## config.mk

```make
export PLATFORM = sky130hd
export DESIGN_NAME = fvm_cell
export DESIGN_NICKNAME = d
export VERILOG_FILES = /design/src/fvm_pkg.sv /design/src/fvm_cell.sv
export SDC_FILE = /design/constraint.sdc
export NUM_CORES = 1
export LEC_CHECK = 0
export BUFFER_PORTS_ARGS = -buffer_cell sky130_fd_sc_hd__buf_2
export CAP_MARGIN = 10
export CORE_MARGIN = 2
export CORE_UTILIZATION = 60
export CTS_CLUSTER_DIAMETER = 200
export DETAILED_ROUTE_END_ITERATION = 10
export PLACE_DENSITY_LB_ADDON = 0.25
export SETUP_SLACK_MARGIN = 0.3
export SLEW_MARGIN = 20
export SYNTH_ARGS = -nofsm -noshare
export SYNTH_HDL_FRONTEND = slang
export SYNTH_SLANG_ARGS = --single-unit
```

## constraint.sdc

```tcl
create_clock -name clk -period 1 [get_ports clk]
set_input_delay 0.1 -clock clk [delete_from_list [all_inputs] [get_ports clk]]
set_output_delay 0.1 -clock clk [all_outputs]
set_load 0.02 [all_outputs]
```

## src/fvm_pkg.sv

```systemverilog
`default_nettype none
// ----------------------------------------------------------------------------
// fvm_pkg
// Shared types and constants for the valid-mode FIR filter.
// ----------------------------------------------------------------------------
package fvm_pkg;

	localparam int MAX_TAPS = 7;
	localparam int SMP_W = 16;
	localparam int FRAC_W = 15;
	localparam int TAP_W = $clog2(MAX_TAPS + 1);
	localparam int CFG_IDX_W = $clog2(MAX_TAPS + 1);
	localparam int CFG_DATA_W = 16;
	localparam int PROD_W = 2 * SMP_W;
	localparam int ACC_W = PROD_W + $clog2(MAX_TAPS) + 1;
	localparam int FILL_W = 3;
	localparam int HALF_TAPS = (MAX_TAPS + 1) / 2;

	localparam logic [CFG_IDX_W-1:0] REG_TAP_COUNT = CFG_IDX_W'(0);
	localparam logic [CFG_IDX_W-1:0] REG_COEF_0 = CFG_IDX_W'(1);
	localparam logic [FILL_W-1:0] FILL_MAX = {FILL_W{1'b1}};
	localparam logic [TAP_W-1:0] TAP_RESET = TAP_W'(5);

	typedef logic signed [SMP_W-1:0] smp_t;
	typedef logic signed [PROD_W-1:0] prod_t;
	typedef logic signed [ACC_W-1:0] acc_t;

	typedef struct packed {
		logic signed [SMP_W-1:0] sample;
		logic                    first_of_block;
		logic                    last_of_block;
	} in_beat_t;

	typedef struct packed {
		logic signed [SMP_W-1:0] filtered;
		logic                    last_result;
	} out_beat_t;

endpackage
`default_nettype wire

```

## src/fvm_cell.sv

```systemverilog
`default_nettype none
// ----------------------------------------------------------------------------
// fvm_cell
// One tap cell: holds one delay-line sample and registers its product.
// ----------------------------------------------------------------------------
module fvm_cell (
	input  wire              clk,
	input  wire              arst_n,
	input  wire              en,
	input  fvm_pkg::smp_t    sin,
	input  fvm_pkg::smp_t    coef,
	output fvm_pkg::smp_t    sout,
	output fvm_pkg::prod_t   prod
);
	import fvm_pkg::*;

	smp_t  dly_q;
	prod_t prod_s1;

	always_ff @(posedge clk or negedge arst_n) begin
		if (!arst_n) begin
			dly_q <= '0;
		end else if (en) begin
			dly_q <= sin;
		end
	end

	always_ff @(posedge clk) begin
		if (en) begin
			prod_s1 <= coef * sin;
		end
	end

	assign sout = dly_q;
	assign prod = prod_s1;

endmodule
`default_nettype wire

```

* After elaboration in Yosys (flattened, before gate mapping)
Cells that the tools add are included.
Word-level totals: bits in registers 48, bits of input ports 35, output and inout port bits 48, word-level logic and storage cells 3
Cells by class: multiply operators 1
Operators with widths (number):
- multiplier 16 x 16 -> 32 bit | 1

* Logic depth before layout (Yosys ltp)
Gate-level depths: netlist of run 1.
depth after elaboration 1, depth in mapped cells 23, mapped depth without buffers 21

* Least setup slack after synthesis of run 1
OpenSTA, ideal clock, no wires.
kind input to register, from in sin[8], to reg prod_s1[31], in the netlist prod[31] (data pin), setup time 266 ps, arrival time 5694 ps, required time 734 ps, path slack -4960 ps, cell stages on the path 23, buffers on the path 2, cells stage by stage clkbuf_1 -> clkbuf_1 -> nand2_1 -> fa_1 -> inv_1 -> fa_1 -> inv_1 -> fa_1 -> inv_1 -> fa_1 -> fa_1 -> inv_1 -> fa_1 -> inv_1 -> ha_1 -> a21oi_1 -> o21ai_0 -> a22o_1 -> a211o_1 -> and3_4 -> a221o_1 -> nor4_1 -> nor3_1
Between the ends: cells in the longest elaborated chain, start to end 1
Ends and longest elaborated chain:
- start, declared | line fvm_cell.sv:10 | input fvm_pkg::smp_t sin,
- multiplier 16 x 16 -> 32 bit | line fvm_cell.sv:30 | prod_s1 <= coef * sin;
- end signal, assigned | line fvm_cell.sv:30
- end, declared | line fvm_cell.sv:18 | prod_t prod_s1;
No other way between the ends. A chain may end at the register's enable or synchronous reset.

* Worst setup path after layout of run 1
from in sin[4], to reg prod_s1[29], in the netlist prod[29] (data pin)
Same word-level chain as after synthesis.

==> qor.yml, run 1 <==
floorplanning:
  io_pins: 83
  die_area_um2: 20100
  initial_core_util: 0.610
  rows: 50
  die_width_um: 142
  die_y_um: 142
  core_um2: 18600
cells_and_area:
  synthToLayoutAreaGrowth_pct: 39.9
  multi_input_area_um2: 9830
  fin_cells: 1659
  fin_nets: 1803
  fin_util: 0.853
  n_antenna_cell: 0
  seqCellArea_um2: 1380
  fillers: 840
  layout-drive-gt1-share: 0.374
global_route:
  grt_pass1_vias: 10799
  grt_pass1_wl_um: 52600
  grt_max_degree: 32
  globalRouteOverflowTotal: 0
  antenna_found_initial: 1
  grt_use_total: 0.346
clock_network:
  root_buffer: "clkbuf_16"
  clock-sinks: 48
  cts_tree: "built"
  clock_latency_ns: 0.31
  cts_inserted_buffers: 5
  clk_pin_slew_worst_paths_ns: 0.07
  cts.path.max_buffers: 2
  htree_num_levels: 2
setup_path:
  crit_arrival_ns: 5.78
  critPathKind: "in -> reg"
  start_kind: "input pin"
  cp-end-kind: "flop"
  critPathRequiredTime_ns: 1.05
  cp_max_fo: 4
  ff2ff_setup_slack_ns: 0.03
place:
  gp_congestion: 0.898
  dp_hpwl_um: 24500
  portBuffers: 82
  place_inst: 1595
  dp_slack_ns: -4.97
sta:
  period_needed_ns: 5.73
  grt_setup_unrepaired: "yes"
  max_freq_mhz: 174
  worst_pin_slew_ns: 0.458
  worst_slack_ns: -4.73
  hold_viol_final: 0
  setup_tns_ns: -110.79
  final_max_slew_viol_count: 0
  setup_viol_count_final: 31
  slew-limit-headroom: 0.692
  finalCritPeriodShare: 5.73
  fin_skew_ns: 0
detailed_routing:
  drc: 0
  num_vias: 9931
  drt_iter0_drc: 828
  viasPerCell: 5.99
  wire_per_inst_um: 24.1
  drt-pass1-iter-count: 5
  final_antenna_net_count: 0
  wirelength_um: 40000
yosys:
  yosys_warnings: 0
  synthAdderAreaFrac: 0.552
  synth_seq_cells: 48
  syn_area_per_cell_um2: 9.93
  ys_seq_area_frac: 0.120
  ys.flop_type: "edfxtp_1"
  yosysUniqueCellTypes: 49
  synth_top_family_by_area: "adder cells"
  synth_fp_nets: 1524
  synthSimpleGateAreaFrac: 0.136
  synth-compound-area-share: 0.0434
  synth_xor_xnor_area_share: 0.0262
  synthArstFlopShare: 0.333
  muxShareOfSynthArea: 0.0159
  syn-instance-count: 1145
  synth-edff-count: 32
  synthesis.area_um2: 11400
run_status:
  status: "finished, violations left"
  violations: "negative setup slack"
min_path:
  hold_class: "in -> reg"
job:
  drv_cap: 0
-- cell type report --
type | count | share of cell area
clock inverter | 2 | 0.00244
tap | 234 | 0.0184
multi-input combinational | 773 | 0.618
clock buffer | 6 | 0.00874
timing repair buffer | 308 | 0.197
sequential | 48 | 0.0869
inverter | 288 | 0.0682
-- metrics by stage --
| stage | hold WS [ns] | cell area, um2 |
|---|---|---|
| after floorplan | -0.196 | 12200 |
| after global placement | 0.0460 | 13800 |
| after detailed placement | 0.0470 | 13800 |
| after CTS | 0.195 | 15200 |
| after global routing | 0.173 | 15900 |
| final | 0.190 | 15900 |
-- routing by layer --
metal | part of all wire | vias up | GRT usage
met5 | 0.00032 | - | 0
met4 | 0.11 | 2 | 0.219
li1 | - | 3954 | -
met1 | 0.29 | 4924 | 0.359
met3 | 0.070 | 363 | 0.0449
met2 | 0.53 | 688 | 0.655
-- final timing paths --
check                               from  endpoint  depth (start not counted)
worst max-delay path              sin[4]  prod[29]                         22
worst min-delay path              sin[1]   sout[1]                          3
worst max register to register  sout[13]  sout[13]                          2
worst min register to register   sout[5]   sout[5]                          1
max in group asynchronous         arst_n  sout[11]                          2
min in group asynchronous         arst_n   sout[5]                          2
-- cells by family (layout without fill, tap and decap cells) --
group / after synthesis / in the layout
DFF: 48 / 48
and+or+nand+nor: 306 / 306
buffers and inverters: 324 / 604
AOI/OAI and AO/OA: 73 / 73
xor gates and xnor gates: 34 / 34
muxes: 16 / 16
adders and majority gates: 344 / 344
-- worst max-delay path, cell delays in order --
cell and delay [ns]:
clkbuf_16 0.13, and2_1 0.17, fa_1 0.55, inv_1 0.07, fa_1 0.49, fa_2 0.37, fa_1 0.54, inv_1 0.09
fa_1 0.57, inv_1 0.08, fa_1 0.52, inv_2 0.06, ha_4 0.24, a21o_1 0.20, a21oi_2 0.19, nand3b_1 0.15
a211o_1 0.30, and3_4 0.20, a221o_1 0.41, buf_6 0.15, nand4b_1 0.09, o311ai_2 0.11
-- flip-flops by register name, indices dropped and copies added, names as in the netlist --
signal / flops
sout: 16
prod: 32
-- cells in the mapped netlist (all sizes together) (2+ instances only) --
master	n	area, um2
a31oi	4	25.0
nand2	127	477
edfxtp	32	961
fa	262	5250
nand2b	8	50.1
and3	6	42.5
o31ai	2	15.0
mux2	16	180
nor3	3	15.0
nand4	2	12.5
nor2	25	93.8
o21bai	3	26.3
nor2b	2	12.5
a21o	11	82.6
xor2	6	52.6
o41ai	2	17.5
o311ai	2	17.5
o21ai	10	50.1
dfrtp	16	400
and2	124	776
a221o	2	20.0
o211ai	2	15.0
inv	288	1080
a211oi	2	15.0
clkbuf	33	124
buf	3	11.3
ha	82	1030
o21a	3	22.5
xnor2	28	245
a21oi	23	115
-- layout by cell type (no fill, tap or decap), types with 21 or more instances in the layout --
master / count
and2_4: 35
and2_1: 89
fa_1: 247
buf_4: 151
buf_6: 116
edfxtp_1: 32
xnor2_1: 24
inv_1: 257
ha_1: 43
nand2_1: 111
ha_4: 36
nor2_1: 22
buf_12: 21
inv_2: 30
-- timing repair --
item | in CTS | in global routing
endpoints found under the setup margin | 95 | 95
endpoints found under the hold margin | 16 | 0
pin swaps | 68 | 60
buffers inserted | 32 | 20
cloned | 0 | 3
resized for setup | 280 | 129
hold buffers | 1 | 0
Power of run 1 is left out: the tool's default activity adds up to more than one toggle a clock period on the data nets, which glitch-free logic cannot reach.
==> run 2, diff against run 1 <==
--- a/config.mk
+++ b/config.mk
@@ -13,5 +13,4 @@
 export DETAILED_ROUTE_END_ITERATION = 10
 export PLACE_DENSITY_LB_ADDON = 0.25
-export SETUP_SLACK_MARGIN = 0.3
 export SLEW_MARGIN = 20
 export SYNTH_ARGS = -nofsm -noshare
==> constraint.sdc (replaced) <==
create_clock -name clk -period 1 [get_ports clk]
set_input_delay 0.1 -clock clk [delete_from_list [all_inputs] [get_ports clk]]
set_output_delay 0.1 -clock clk [all_outputs]
set_load 0.05 [all_outputs]
==> run 2 against run 1 <==
Net effect:
- the flow still finishes with violations (negative setup slack)
- clock skew unchanged
- non-clock buffer count decreased by 4
- via count down 4.6%
- critical path depth shrank 1
- global-route usage fell by 0.35 points
- critical path type unchanged
- critical endpoint unchanged
==> qor.yml, run 2 (synthesized netlist as in run 1, its figures left out) <==
run_status:
  status: "finished, violations left"  # unchanged
  violations: "negative setup slack"  # unchanged
global_route:
  grt_max_degree: 32  # unchanged
  antenna_found_initial: 0  # was 1
  grt_pass1_vias: 10658  # was 10799
  grt_pass1_wl_um: 52400  # was 52600 um
  globalRouteOverflowTotal: 0  # unchanged
  grt_use_total: 0.342  # was 0.346
sta:
  setup_viol_count_final: 43  # was 31
  period_needed_ns: 5.61  # was 5.73 ns
  max_freq_mhz: 178  # was 174 MHz
  worst_pin_slew_ns: 0.595  # was 0.458 ns
  slew-limit-headroom: 0.600  # was 0.692
  final_max_slew_viol_count: 0  # unchanged
  finalCritPeriodShare: 5.61  # was 5.73
  worst_slack_ns: -4.61  # was -4.73 ns
  grt_setup_unrepaired: "yes"  # unchanged
  whs_ns: 0.226  # was 0.190 ns
  fin_skew_ns: 0  # unchanged
  hold_viol_final: 0  # unchanged
floorplanning:
  initial_core_util: 0.610  # unchanged
  die_width_um: 142  # unchanged
  io_pins: 83  # unchanged
  die_area_um2: 20100  # unchanged
  rows: 50  # unchanged
  core_um2: 18600  # unchanged
  die_y_um: 142  # unchanged
detailed_routing:
  wire_per_inst_um: 21.9  # was 24.1 um
  highest_layer: "met4"  # was met5
  wl_met3_um: 2170  # was 2810 um
  drt-pass1-iter-count: 6  # was 5
  wl_met2_um: 19000  # was 21100 um
  drt_iter0_drc: 570  # was 828
  wirelength_um: 36200  # was 40000 um
  viasPerCell: 5.72  # was 5.99
  met1_length_um: 11600  # was 11700 um
  final_antenna_net_count: 0  # unchanged
  drc: 0  # unchanged
  num_vias: 9472  # was 9931
place:
  dp_hpwl_um: 24300  # was 24500 um
  portBuffers: 82  # unchanged
  place_area_um2: 13800  # about the same
  gp_congestion: 0.895  # was 0.898
setup_path:
  critPathRequiredTime_ns: 1.06  # was 1.05 ns
  cp_max_fo: 10  # was 4
  start_kind: "input pin"  # unchanged
  crit_arrival_ns: 5.66  # was 5.78 ns
  cp-end-kind: "flop"  # unchanged
  critPathKind: "in -> reg"  # unchanged
clock_network:
  htree_num_levels: 2  # unchanged
  clock-sinks: 48  # unchanged
  cts.path.max_buffers: 2  # unchanged
  root_buffer: "clkbuf_16"  # unchanged
  cts_tree: "built"  # unchanged
  clock_latency_ns: 0.31  # about the same
  clk_pin_slew_worst_paths_ns: 0.08  # was 0.07 ns
  cts_inserted_buffers: 5  # unchanged
cells_and_area:
  fin_area_um2: 15600  # was 15900 um2
  fillers: 903  # was 840
  n_antenna_cell: 0  # unchanged
  final_common_cell: "inv_1"  # unchanged
  largest_reg_flops: 32  # unchanged
  layout-drive-gt1-share: 0.364  # was 0.374
  synthToLayoutAreaGrowth_pct: 37.7  # was 39.9%
  fin_nets: 1799  # was 1803
  layout.cells.most_common_list: "inv_1, fa_1, buf_4"  # unchanged
job:
  drv_cap: 0  # unchanged
min_path:
  hold_class: "in -> reg"  # unchanged
run 2: layout make-up:
| class | count | area (um2) | share of cell area |
|---|---|---|---|
| clock buffers | 6 | 150 | 0.00959 |
| clock inverters | 2 | 38.8 | 0.00248 |
| inverters | 288 | 1080 | 0.0691 |
| multi-input cells | 773 | 9810 | 0.627 |
| flip-flops and latches | 48 | 1360 | 0.0870 |
| well taps | 234 | 293 | 0.0187 |
| repair buffers | 304 | 2910 | 0.186 |
run 2: final timing paths:
path	depth (start not counted)	startpoint	slack (ns)	endpoint
max reg2reg	1	sout[3]	0.19	sout[3]
min reg2reg	1	sout[12]	0.53	sout[12]
max in group asynchronous	2	arst_n	0.41	sout[3]
min	3	sin[3]	0.23	sout[3]
max	21	coef[11]	-4.61	prod[29]
min in group asynchronous	2	arst_n	0.28	sout[8]
run 2: stage by stage:
stage,TNS [ns],setup slack (ns),utilization,instances
detailed placement,-116.54,-4.98,0.738,1595
floorplan,-100.15,-4.61,-,1145
global placement,-114.92,-4.86,0.738,1595
finish,-106.37,-4.61,0.839,1655
CTS,-102.17,-4.42,0.807,1635
global route,-109.09,-4.68,0.839,1655
run 2: worst max-delay path: stages:
cell,delay [ns]
buf_6,0.15
nand2_1,0.11
fa_1,0.55
inv_1,0.05
fa_1,0.52
fa_1,0.64
fa_1,0.47
fa_1,0.51
inv_1,0.06
fa_1,0.51
inv_2,0.05
ha_4,0.23
a21o_1,0.21
a21oi_4,0.18
nand3b_1,0.11
a211o_1,0.34
and3_4,0.18
a221o_1,0.37
buf_6,0.15
nand4b_1,0.08
o311ai_1,0.09
run 2: per-layer routing:
| layer | vias to the layer above | global-route usage |
|---|---|---|
| li1 | 3945 | - |
| met1 | 4790 | 0.370 |
| met2 | 493 | 0.633 |
| met3 | 244 | 0.0445 |
| met4 | 0 | 0.215 |
| met5 | - | 0 |
run 2: what timing repair did:
item / in CTS / in global routing
hold buffers: 1 / 0
buffers inserted: 32 / 21
resized for setup: 229 / 138
pin swaps: 77 / 57
cloned: 2 / 2
endpoints found under the setup margin: 52 / 59
endpoints found under the hold margin: 16 / 0
Power of run 2 is left out for the same reason.
